[config.mk]
export PLATFORM = sky130hd
export DESIGN_NAME = scaled_glyph_row_rasterizer_unit
export DESIGN_NICKNAME = d
export VERILOG_FILES = /design/src/rtl/core/sgr_pkg.sv /design/src/rtl/core/scaled_glyph_row_rasterizer_unit.sv /design/src/rtl/core/sgr_cfg_regs.sv /design/src/rtl/core/sgr_step_alu.sv /design/src/rtl/core/sgr_glyph_mem.sv
export SDC_FILE = /design/constraint.sdc
export NUM_CORES = 2
export LEC_CHECK = 0
export BUFFER_PORTS_ARGS = -buffer_cell sky130_fd_sc_hd__buf_4
export CORE_MARGIN = 5
export CORE_UTILIZATION = 50
export CTS_CLUSTER_SIZE = 25
export DETAILED_ROUTE_END_ITERATION = 7
export PLACE_DENSITY = 0.67
export SYNTH_ARGS = -nofsm -noshare
export SYNTH_HDL_FRONTEND = slang
export SYNTH_HIERARCHICAL = 1
export SYNTH_SLANG_ARGS = --single-unit
[constraint.sdc]
create_clock -name clk_i -period 7.8 [get_ports clk_i]
set_clock_uncertainty 0.15 [all_clocks]
set_input_delay 0.39 -clock clk_i [delete_from_list [all_inputs] [get_ports clk_i]]
set_output_delay 0.39 -clock clk_i [all_outputs]
set_load 0.02 [all_outputs]
[src/rtl/core/sgr_pkg.sv]
// ----------------------------------------------------------------------------
// sgr_pkg
// Shared types and constants for the scaled glyph row rasterizer.
// ----------------------------------------------------------------------------
package sgr_pkg;

  localparam int DEF_MAX_GLYPH_WIDTH  = 64;
  localparam int DEF_MAX_GLYPH_HEIGHT = 64;
  localparam int DEF_STORE_BYTES      = 512;

  localparam int DIM_W   = 7;
  localparam int COLOR_W = 8;
  localparam int ROW_W   = 6;
  localparam int MASK_W  = 64;
  localparam int BADDR_W = 9;
  localparam int BYTE_W  = 8;
  localparam int ACC_W   = 8;
  localparam int APB_AW  = 5;
  localparam int APB_DW  = 32;

  localparam logic [DIM_W-1:0]   RST_GLYPH_WIDTH   = 7'd8;
  localparam logic [DIM_W-1:0]   RST_GLYPH_HEIGHT  = 7'd8;
  localparam logic [DIM_W-1:0]   RST_TARGET_WIDTH  = 7'd8;
  localparam logic [DIM_W-1:0]   RST_TARGET_HEIGHT = 7'd8;
  localparam logic [COLOR_W-1:0] RST_DRAW_COLOR    = 8'd0;

  localparam logic [2:0] REG_GLYPH_WIDTH   = 3'd0;
  localparam logic [2:0] REG_GLYPH_HEIGHT  = 3'd1;
  localparam logic [2:0] REG_TARGET_WIDTH  = 3'd2;
  localparam logic [2:0] REG_TARGET_HEIGHT = 3'd3;
  localparam logic [2:0] REG_DRAW_COLOR    = 3'd4;

  localparam logic OP_LOAD   = 1'b0;
  localparam logic OP_RENDER = 1'b1;

  typedef enum logic [2:0] {
    ST_IDLE,
    ST_ROW,
    ST_FILL,
    ST_COL,
    ST_DONE
  } sgr_state_e;

  typedef struct packed {
    logic [0:0]         operation;
    logic [BADDR_W-1:0] byte_address;
    logic [BYTE_W-1:0]  byte_value;
    logic [ROW_W-1:0]   target_row;
  } sgr_in_t;

  typedef struct packed {
    logic [ROW_W-1:0]   row_index;
    logic [MASK_W-1:0]  row_mask;
    logic [COLOR_W-1:0] pixel_color;
  } sgr_out_t;

  typedef struct packed {
    logic [DIM_W-1:0]   glyph_width;
    logic [DIM_W-1:0]   glyph_height;
    logic [DIM_W-1:0]   target_width;
    logic [DIM_W-1:0]   target_height;
    logic [COLOR_W-1:0] draw_color;
  } sgr_cfg_t;

  typedef struct packed {
    logic [ACC_W-1:0] acc;
    logic [DIM_W-1:0] sub_d;
    logic [DIM_W-1:0] add_d;
  } sgr_alu_req_t;

  typedef struct packed {
    logic             ge;
    logic [ACC_W-1:0] res;
  } sgr_alu_rsp_t;

endpackage

[src/rtl/core/scaled_glyph_row_rasterizer_unit.sv]
// ----------------------------------------------------------------------------
// scaled_glyph_row_rasterizer_unit
// Nearest-neighbor scaled glyph row rasterizer with a sequenced DDA unit.
//
//   channel | direction | handshake         | beat payload
//   --------+-----------+-------------------+--------------------------------
//   in      | input     | in_valid/in_stall | sgr_in_t: load byte or render
//   out     | output    | out_valid/stall   | sgr_out_t: row, mask, color
//   cfg     | input     | APB, pready = 1   | dims and color at 4*index
//
// A render beat runs one shared subtract-or-add step per cycle, first for
// the source row, then for each output column, plus one read per source
// byte of the row.
// Reset clears control state only; the glyph store is undefined until loaded.
// in_stall is high while a render is in flight; a finished mask waits in the
// output register while new beats are taken.
// ----------------------------------------------------------------------------
module scaled_glyph_row_rasterizer_unit
  import sgr_pkg::*;
#(
  parameter int MAX_GLYPH_WIDTH  = DEF_MAX_GLYPH_WIDTH,
  parameter int MAX_GLYPH_HEIGHT = DEF_MAX_GLYPH_HEIGHT,
  parameter int STORE_BYTES      = DEF_STORE_BYTES
) (
  input  logic              clk_i,
  input  logic              rst_ni,
  input  logic              in_valid_i,
  output logic              in_stall_o,
  input  sgr_in_t           in_data_i,
  output logic              out_valid_o,
  input  logic              out_stall_i,
  output sgr_out_t          out_data_o,
  input  logic              psel,
  input  logic              penable,
  input  logic              pwrite,
  input  logic [APB_AW-1:0] paddr,
  input  logic [APB_DW-1:0] pwdata,
  output logic [APB_DW-1:0] prdata,
  output logic              pready
);

  localparam int PIX_W     = $clog2(MAX_GLYPH_WIDTH);
  localparam int ROW_BITS  = 2 ** PIX_W;
  localparam int ROW_BYTES = ROW_BITS / 8;
  localparam int KW        = PIX_W - 2;
  localparam int RD_AW     = $clog2(MAX_GLYPH_HEIGHT * ROW_BYTES);

  sgr_cfg_t     cfg;
  sgr_alu_req_t alu_req;
  sgr_alu_rsp_t alu_rsp;

  sgr_state_e          state_q, state_d;
  logic [ACC_W-1:0]    r_q, r_d;
  logic [ROW_W-1:0]    y_q, y_d;
  logic [ROW_W-1:0]    i_q, i_d;
  logic [RD_AW-1:0]    base_q, base_d;
  logic [KW-1:0]       k_q, k_d;
  logic [PIX_W-1:0]    sx_q, sx_d;
  logic [ROW_W-1:0]    x_q, x_d;
  logic [MASK_W-1:0]   mask_q, mask_d;
  logic                rd_vld_q, rd_vld_d;
  logic [KW-1:0]       rd_k_q, rd_k_d;
  logic                out_vld_q, out_vld_d;
  sgr_out_t            out_q, out_d;
  logic [ROW_BITS-1:0] rowbuf_q;

  logic              in_acc;
  logic              render_acc;
  logic              skip;
  logic              out_free;
  logic [KW-1:0]     rb;
  logic [ROW_W-1:0]  x_last;
  logic              pix;
  logic              rd_en;
  logic [RD_AW-1:0]  rd_addr;
  logic [BYTE_W-1:0] rd_data;

  sgr_cfg_regs u_cfg (
    .clk_i   (clk_i),
    .rst_ni  (rst_ni),
    .psel    (psel),
    .penable (penable),
    .pwrite  (pwrite),
    .paddr   (paddr),
    .pwdata  (pwdata),
    .prdata  (prdata),
    .pready  (pready),
    .cfg_o   (cfg)
  );

  sgr_step_alu u_alu (
    .req_i (alu_req),
    .rsp_o (alu_rsp)
  );

  sgr_glyph_mem #(
    .STORE_BYTES (STORE_BYTES),
    .RD_AW       (RD_AW)
  ) u_mem (
    .clk_i     (clk_i),
    .wr_en_i   (in_acc && (in_data_i.operation == OP_LOAD)),
    .wr_addr_i (in_data_i.byte_address),
    .wr_data_i (in_data_i.byte_value),
    .rd_en_i   (rd_en),
    .rd_addr_i (rd_addr),
    .rd_data_o (rd_data)
  );

  assign in_stall_o  = (state_q != ST_IDLE);
  assign in_acc      = in_valid_i && !in_stall_o;
  assign render_acc  = in_acc && (in_data_i.operation == OP_RENDER);
  assign out_valid_o = out_vld_q;
  assign out_data_o  = out_q;
  assign out_free    = !out_vld_q || !out_stall_i;

  assign skip = (cfg.glyph_width == '0) || (cfg.glyph_height == '0) ||
                (cfg.target_width == '0) || (cfg.target_height == '0) ||
                (32'(cfg.glyph_width) > 32'(MAX_GLYPH_WIDTH)) ||
                (32'(cfg.glyph_height) > 32'(MAX_GLYPH_HEIGHT)) ||
                (DIM_W'(in_data_i.target_row) >= cfg.target_height);

  assign rb      = KW'((ACC_W'(cfg.glyph_width) + ACC_W'(7)) >> 3);
  assign x_last  = cfg.target_width[6] ? ROW_W'(MASK_W - 1)
                                       : ROW_W'(cfg.target_width - DIM_W'(1));
  assign pix     = rowbuf_q[sx_q ^ PIX_W'(7)];
  assign rd_en   = (state_q == ST_FILL) && (k_q != rb);
  assign rd_addr = base_q + RD_AW'(k_q);

  assign alu_req.acc   = r_q;
  assign alu_req.sub_d = (state_q == ST_ROW) ? cfg.target_height : cfg.target_width;
  assign alu_req.add_d = (state_q == ST_ROW) ? cfg.glyph_height : cfg.glyph_width;

  always_comb begin
    state_d = state_q;
    unique case (state_q)
      ST_IDLE: if (render_acc) state_d = skip ? ST_DONE : ST_ROW;
      ST_ROW:  if (!alu_rsp.ge && (i_q == y_q)) state_d = ST_FILL;
      ST_FILL: if ((k_q == rb) && !rd_vld_q) state_d = ST_COL;
      ST_COL:  if (!alu_rsp.ge && (x_q == x_last)) state_d = ST_DONE;
      ST_DONE: if (out_free) state_d = ST_IDLE;
      default: state_d = ST_IDLE;
    endcase
  end

  always_comb begin
    r_d       = r_q;
    y_d       = y_q;
    i_d       = i_q;
    base_d    = base_q;
    k_d       = k_q;
    sx_d      = sx_q;
    x_d       = x_q;
    mask_d    = mask_q;
    rd_vld_d  = 1'b0;
    rd_k_d    = rd_k_q;
    out_vld_d = out_vld_q;
    out_d     = out_q;
    if (out_vld_q && !out_stall_i) begin
      out_vld_d = 1'b0;
    end
    unique case (state_q)
      ST_IDLE: begin
        if (render_acc) begin
          y_d    = in_data_i.target_row;
          r_d    = '0;
          i_d    = '0;
          base_d = '0;
          k_d    = '0;
          mask_d = '0;
        end
      end
      ST_ROW: begin
        if (alu_rsp.ge) begin
          r_d    = alu_rsp.res;
          base_d = base_q + RD_AW'(rb);
        end else if (i_q != y_q) begin
          r_d = alu_rsp.res;
          i_d = i_q + ROW_W'(1);
        end
      end
      ST_FILL: begin
        if (rd_en) begin
          k_d      = k_q + KW'(1);
          rd_vld_d = 1'b1;
          rd_k_d   = k_q;
        end
        r_d  = '0;
        sx_d = '0;
        x_d  = '0;
      end
      ST_COL: begin
        r_d = alu_rsp.res;
        if (alu_rsp.ge) begin
          sx_d = sx_q + PIX_W'(1);
        end else begin
          mask_d[x_q] = pix;
          if (x_q != x_last) begin
            x_d = x_q + ROW_W'(1);
          end
        end
      end
      ST_DONE: begin
        if (out_free) begin
          out_vld_d         = 1'b1;
          out_d.row_index   = y_q;
          out_d.row_mask    = mask_q;
          out_d.pixel_color = cfg.draw_color;
        end
      end
      default: ;
    endcase
  end

  always_ff @(posedge clk_i or negedge rst_ni) begin
    if (!rst_ni) begin
      state_q   <= ST_IDLE;
      rd_vld_q  <= 1'b0;
      out_vld_q <= 1'b0;
    end else begin
      state_q   <= state_d;
      rd_vld_q  <= rd_vld_d;
      out_vld_q <= out_vld_d;
    end
  end

  always_ff @(posedge clk_i) begin
    r_q    <= r_d;
    y_q    <= y_d;
    i_q    <= i_d;
    base_q <= base_d;
    k_q    <= k_d;
    sx_q   <= sx_d;
    x_q    <= x_d;
    mask_q <= mask_d;
    rd_k_q <= rd_k_d;
    out_q  <= out_d;
  end

  always_ff @(posedge clk_i) begin
    if (rd_vld_q) begin
      for (int j = 0; j < ROW_BYTES; j++) begin
        if (rd_k_q == KW'(j)) begin
          rowbuf_q[8*j +: 8] <= rd_data;
        end
      end
    end
  end

  a_col_after_fill: assert property (@(posedge clk_i) disable iff (!rst_ni)
    state_q == ST_COL |-> !rd_vld_q)
    else $error("column walk started with a source byte still in flight");

  a_rd_only_in_fill: assert property (@(posedge clk_i) disable iff (!rst_ni)
    rd_vld_q |-> $past(state_q == ST_FILL))
    else $error("store read issued outside the row fill");

  a_out_from_done: assert property (@(posedge clk_i) disable iff (!rst_ni)
    $rose(out_vld_q) |-> $past(state_q == ST_DONE))
    else $error("result beat raised without a finished row");

  a_render_busy: assert property (@(posedge clk_i) disable iff (!rst_ni)
    render_acc |=> state_q != ST_IDLE)
    else $error("render beat taken but sequencer stayed idle");

endmodule

[src/rtl/core/sgr_cfg_regs.sv]
// ----------------------------------------------------------------------------
// sgr_cfg_regs
// APB register file: glyph and target dimensions, draw color.
// ----------------------------------------------------------------------------
module sgr_cfg_regs
  import sgr_pkg::*;
(
  input  logic              clk_i,
  input  logic              rst_ni,
  input  logic              psel,
  input  logic              penable,
  input  logic              pwrite,
  input  logic [APB_AW-1:0] paddr,
  input  logic [APB_DW-1:0] pwdata,
  output logic [APB_DW-1:0] prdata,
  output logic              pready,
  output sgr_cfg_t          cfg_o
);

  sgr_cfg_t   cfg_q;
  logic [2:0] reg_idx;
  logic       wr_en;

  assign reg_idx = paddr[4:2];
  assign wr_en   = psel & penable & pwrite;
  assign pready  = 1'b1;
  assign cfg_o   = cfg_q;

  always_ff @(posedge clk_i or negedge rst_ni) begin
    if (!rst_ni) begin
      cfg_q.glyph_width   <= RST_GLYPH_WIDTH;
      cfg_q.glyph_height  <= RST_GLYPH_HEIGHT;
      cfg_q.target_width  <= RST_TARGET_WIDTH;
      cfg_q.target_height <= RST_TARGET_HEIGHT;
      cfg_q.draw_color    <= RST_DRAW_COLOR;
    end else if (wr_en) begin
      unique case (reg_idx)
        REG_GLYPH_WIDTH:   cfg_q.glyph_width   <= pwdata[DIM_W-1:0];
        REG_GLYPH_HEIGHT:  cfg_q.glyph_height  <= pwdata[DIM_W-1:0];
        REG_TARGET_WIDTH:  cfg_q.target_width  <= pwdata[DIM_W-1:0];
        REG_TARGET_HEIGHT: cfg_q.target_height <= pwdata[DIM_W-1:0];
        REG_DRAW_COLOR:    cfg_q.draw_color    <= pwdata[COLOR_W-1:0];
        default: ;
      endcase
    end
  end

  always_comb begin
    unique case (reg_idx)
      REG_GLYPH_WIDTH:   prdata = APB_DW'(cfg_q.glyph_width);
      REG_GLYPH_HEIGHT:  prdata = APB_DW'(cfg_q.glyph_height);
      REG_TARGET_WIDTH:  prdata = APB_DW'(cfg_q.target_width);
      REG_TARGET_HEIGHT: prdata = APB_DW'(cfg_q.target_height);
      REG_DRAW_COLOR:    prdata = APB_DW'(cfg_q.draw_color);
      default:           prdata = '0;
    endcase
  end

endmodule

[src/rtl/core/sgr_step_alu.sv]
// ----------------------------------------------------------------------------
// sgr_step_alu
// Shared DDA step: subtract the divisor when it fits, else add the step.
// ----------------------------------------------------------------------------
module sgr_step_alu
  import sgr_pkg::*;
(
  input  sgr_alu_req_t req_i,
  output sgr_alu_rsp_t rsp_o
);

  logic ge;

  assign ge        = req_i.acc >= ACC_W'(req_i.sub_d);
  assign rsp_o.ge  = ge;
  assign rsp_o.res = ge ? req_i.acc - ACC_W'(req_i.sub_d)
                        : req_i.acc + ACC_W'(req_i.add_d);

endmodule

[src/rtl/core/sgr_glyph_mem.sv]
// ----------------------------------------------------------------------------
// sgr_glyph_mem
// Glyph bitmap store, one write port, one registered read port.
// ----------------------------------------------------------------------------
module sgr_glyph_mem
  import sgr_pkg::*;
#(
  parameter int STORE_BYTES = DEF_STORE_BYTES,
  parameter int RD_AW       = 9
) (
  input  logic               clk_i,
  input  logic               wr_en_i,
  input  logic [BADDR_W-1:0] wr_addr_i,
  input  logic [BYTE_W-1:0]  wr_data_i,
  input  logic               rd_en_i,
  input  logic [RD_AW-1:0]   rd_addr_i,
  output logic [BYTE_W-1:0]  rd_data_o
);

  localparam int SAW = $clog2(STORE_BYTES);

  logic [BYTE_W-1:0] mem [STORE_BYTES];
  logic [BYTE_W-1:0] rd_data_q;
  logic              oob_q;
  logic [31:0]       wr_addr32;
  logic [31:0]       rd_addr32;
  logic              wr_ok;
  logic              rd_ok;

  assign wr_addr32 = 32'(wr_addr_i);
  assign rd_addr32 = 32'(rd_addr_i);
  assign wr_ok     = wr_addr32 < 32'(STORE_BYTES);
  assign rd_ok     = rd_addr32 < 32'(STORE_BYTES);

  always_ff @(posedge clk_i) begin
    if (wr_en_i && wr_ok) begin
      mem[wr_addr32[SAW-1:0]] <= wr_data_i;
    end
  end

  always_ff @(posedge clk_i) begin
    if (rd_en_i) begin
      oob_q <= !rd_ok;
      if (rd_ok) begin
        rd_data_q <= mem[rd_addr32[SAW-1:0]];
      end
    end
  end

  // out-of-range source bytes read as blank pixels
  assign rd_data_o = oob_q ? '0 : rd_data_q;

endmodule

==> flow_summary.yaml <==
power:
  vdd_ir_drop_max_mv: 0.550
  finalPower_w: 0.0737
  p_per_area_nw_per_um2: 380
  p_leak_nw: 61.6
global_route:
  antenna_found_initial: 13
  grt_pass1_vias: 89300
  met3_usage: 0.0435
  grt_overflow: 0
  busiest_layer: "met2"
  met2_usage: 0.367
  grtUsageMet1: 0.336
  track_usage: 0.233
  grt_pass1_wl_um: 625000
  grt_max_degree: 195
yosys:
  synthFlopType: "edfxtp_1"
  yosys_warnings: 6
  async_reset_ff_frac: 0.00932
  synth_cell_types: 85
  synth_edf_count: 4359
  synth_area_sq_um: 174000
  avgSynthCellArea_sq_um: 19.0
  ys_seq_area_frac: 0.757
  postSynthCellCount: 9153
  ys_seq_elements: 4400
critical_path:
  path_max_fanout: 16
  worstSetupEndpointType: "flop"
  worstPathArrival_ps: 7100
  worstSetupStartpointType: "flop"
  crit_type: "flop to flop"
  cp.required_ps: 8460
detailed_routing:
  vias: 91000
  routed_wl_um: 432000
  via_per_inst: 6.37
  drtIter0Drc: 11900
  drt_pass1_iterations: 8
  ant_nets: 0
  wl_per_cell_um: 30.2
  drcViolationCount: 1
run_status:
  violations: "design-rule violations"
  status: "finished, violations left"
timing:
  setup-tns-final_ps: 0
  fmax_ghz: 0.155
  setup_viol: 0
  rsz0062_at_grt: "false"
  whs_ps: 56.0
  slew_headroom: 0.120
  maxSlewViolCount: 0
  finalCritPeriodShare: 0.825
  worst_pin_slew_ps: 1320
  setup_ws_ps: 1370
  timing.final.crit_period_ps: 6430
  final_hold_viol_count: 0
floorplanning:
  initial_utilization: 0.503
  dieArea_sq_um: 360000
  io_pins: 181
  coreArea_sq_um: 347000
  die_w_um: 600
  dieHeight_um: 600
  fp-row-count: 216
cells_and_area:
  n_fill_cell: 25600
  syn_to_final_growth_pct: 11.3
  seqCellArea_sq_um: 132000
  fin_nets: 9446
  utilization: 0.559
  final_common_cell: "edfxtp_1"
  mostFrequentLayoutCells: "4359 x edfxtp_1, 812 x mux2i_1, 663 x mux4_2, 653 x nor2_1, 440 x clkbuf_16"
  drive_above_1_share: 0.174
  multi_input_area_sq_um: 39100
place:
  hpwl_um: 258000
  place_congestion: 0.885
  port_buffers: 129
  pre_cts_slack_ps: 1390
clock_tree:
  clk_pin_slew_worst_paths_ps: 60
  post_cts_resized: 0
  cts_buffer_depth: 4
  cts_buffers: 435
  cts_tree: "done"
  cts_max_level: 5
  root_buffer: "clkbuf_16"
  clk_latency_ps: 1010
  cts.sinks: 4400
  postCtsSetupBuffers: 0
min_path:
  min_path_type: "input pin to flop"
flow_run:
  cap_violations: 0
## final timing paths
check | start | slack, ps | endpoint | depth (start not counted)
min in group asynchronous | rst_ni | 350 | u_cfg/cfg_o[11] | 3
hold reg to reg | mask_q[31] | 300 | out_data_o[39] | 0
setup / recovery | k_q[0] | 1370 | u_mem/rd_data_q[0] | 15
hold / removal | in_data_i[1] | 60 | y_q[1] | 2
max in group asynchronous | rst_ni | 6900 | state_q[0] | 4
setup reg to reg | k_q[0] | 1370 | u_mem/rd_data_q[0] | 15
## power breakdown
group          total [W]  internal, W  leakage, nW  switching [W]
registers         0.0269       0.0265         39.8       0.000384
logic             0.0263      0.00975         15.0         0.0166
clock network     0.0205       0.0118         6.82        0.00873
## metrics by stage
step                      instance area [sq um]  std cells
after floorplan                          174000       9176
after CTS                                194000      14300
after global routing                     194000      14300
after global placement                   180000      13400
after detailed placement                 180000      13400
final                                    194000      14300
## kinds of logic (layout without fill, tap and decap cells)
family,count (synthesis),in the layout,share of synthesized area
muxes,1525,1525,0.136
adders and majority gates,38,38,0.00290
other,2,34,0.0000431
buffers and inverters,633,1156,0.0205
AOI/OAI and AO/OA,1166,1166,0.0466
and+or+nand+nor,1345,1345,0.0347
DFF,4400,4400,0.757
xor gates and xnor gates,44,44,0.00221
## registers in the layout, summed over array words and instances, names as in the netlist
signal and cells:
base_q 9, i_q 6, k_q 4, mask_q 64
out_data_o 78, out_valid_o 1, r_q 8, rd_k_q 4
rd_vld_q 1, rowbuf_q 64, state_q 3, sx_q 6
u_cfg/cfg_o 36, u_mem/mem 4096, u_mem/rd_data_q 8, x_q 6
y_q 6
## cell type report
cell class,count,area share
clock inverters,278,0.0138
repair buffers,316,0.0155
diodes,9,0.000116
multi-input cells,4143,0.202
flip-flops and latches,4400,0.680
inverters,44,0.000929
clock buffers,518,0.0583
well taps,4578,0.0295
## critical path, stage by stage, from the launching register on
cell and delay [ps]:
edfxtp_1 530, ha_4 230, inv_1 70, fa_1 250
inv_1 60, a21o_1 160, a21oi_1 380, nor2_1 140
xor2_2 500, nor3b_1 270, nand2_1 600, nor3_1 160
nor4_1 890, o311ai_0 470, nor4_1 1080, o2111a_1 330
## repair_timing
| action | CTS | global route |
|---|---|---|
| hold buffers | 38 | 0 |
| hold endpoints to repair | 666 | 0 |
| setup endpoints to repair | 0 | 0 |
## synthesized netlist by cell type, types with 32 or more instances
cell type / n / area share
buf_2: 61 / 0.0018
a21oi_1: 226 / 0.0065
o21ai_0: 177 / 0.0051
o221ai_1: 372 / 0.019
edfxtp_1: 4359 / 0.75
nand4_1: 38 / 0.0014
and2_1: 32 / 0.0011
nand3_1: 115 / 0.0033
dfrtp_1: 37 / 0.0053
buf_6: 72 / 0.0047
mux2i_1: 812 / 0.047
clkbuf_1: 295 / 0.0064
nor4_1: 40 / 0.0014
nor2_1: 653 / 0.014
mux4_2: 663 / 0.086
ha_1: 34 / 0.0024
a22oi_1: 67 / 0.0029
buf_1: 45 / 0.00097
nand2_1: 231 / 0.0050
mux2_2: 45 / 0.0029
o22ai_1: 170 / 0.0061
buf_4: 98 / 0.0042
nor3_1: 125 / 0.0036
inv_1: 42 / 0.00090
## layer usage
layer / share of wire / routed length, um
met3: 0.097 / 41900
met1: 0.40 / 171000
met5: 0.000058 / 25
met4: 0.032 / 13900
met2: 0.47 / 205000
Note: power is estimated with default switching activity, not from simulation.
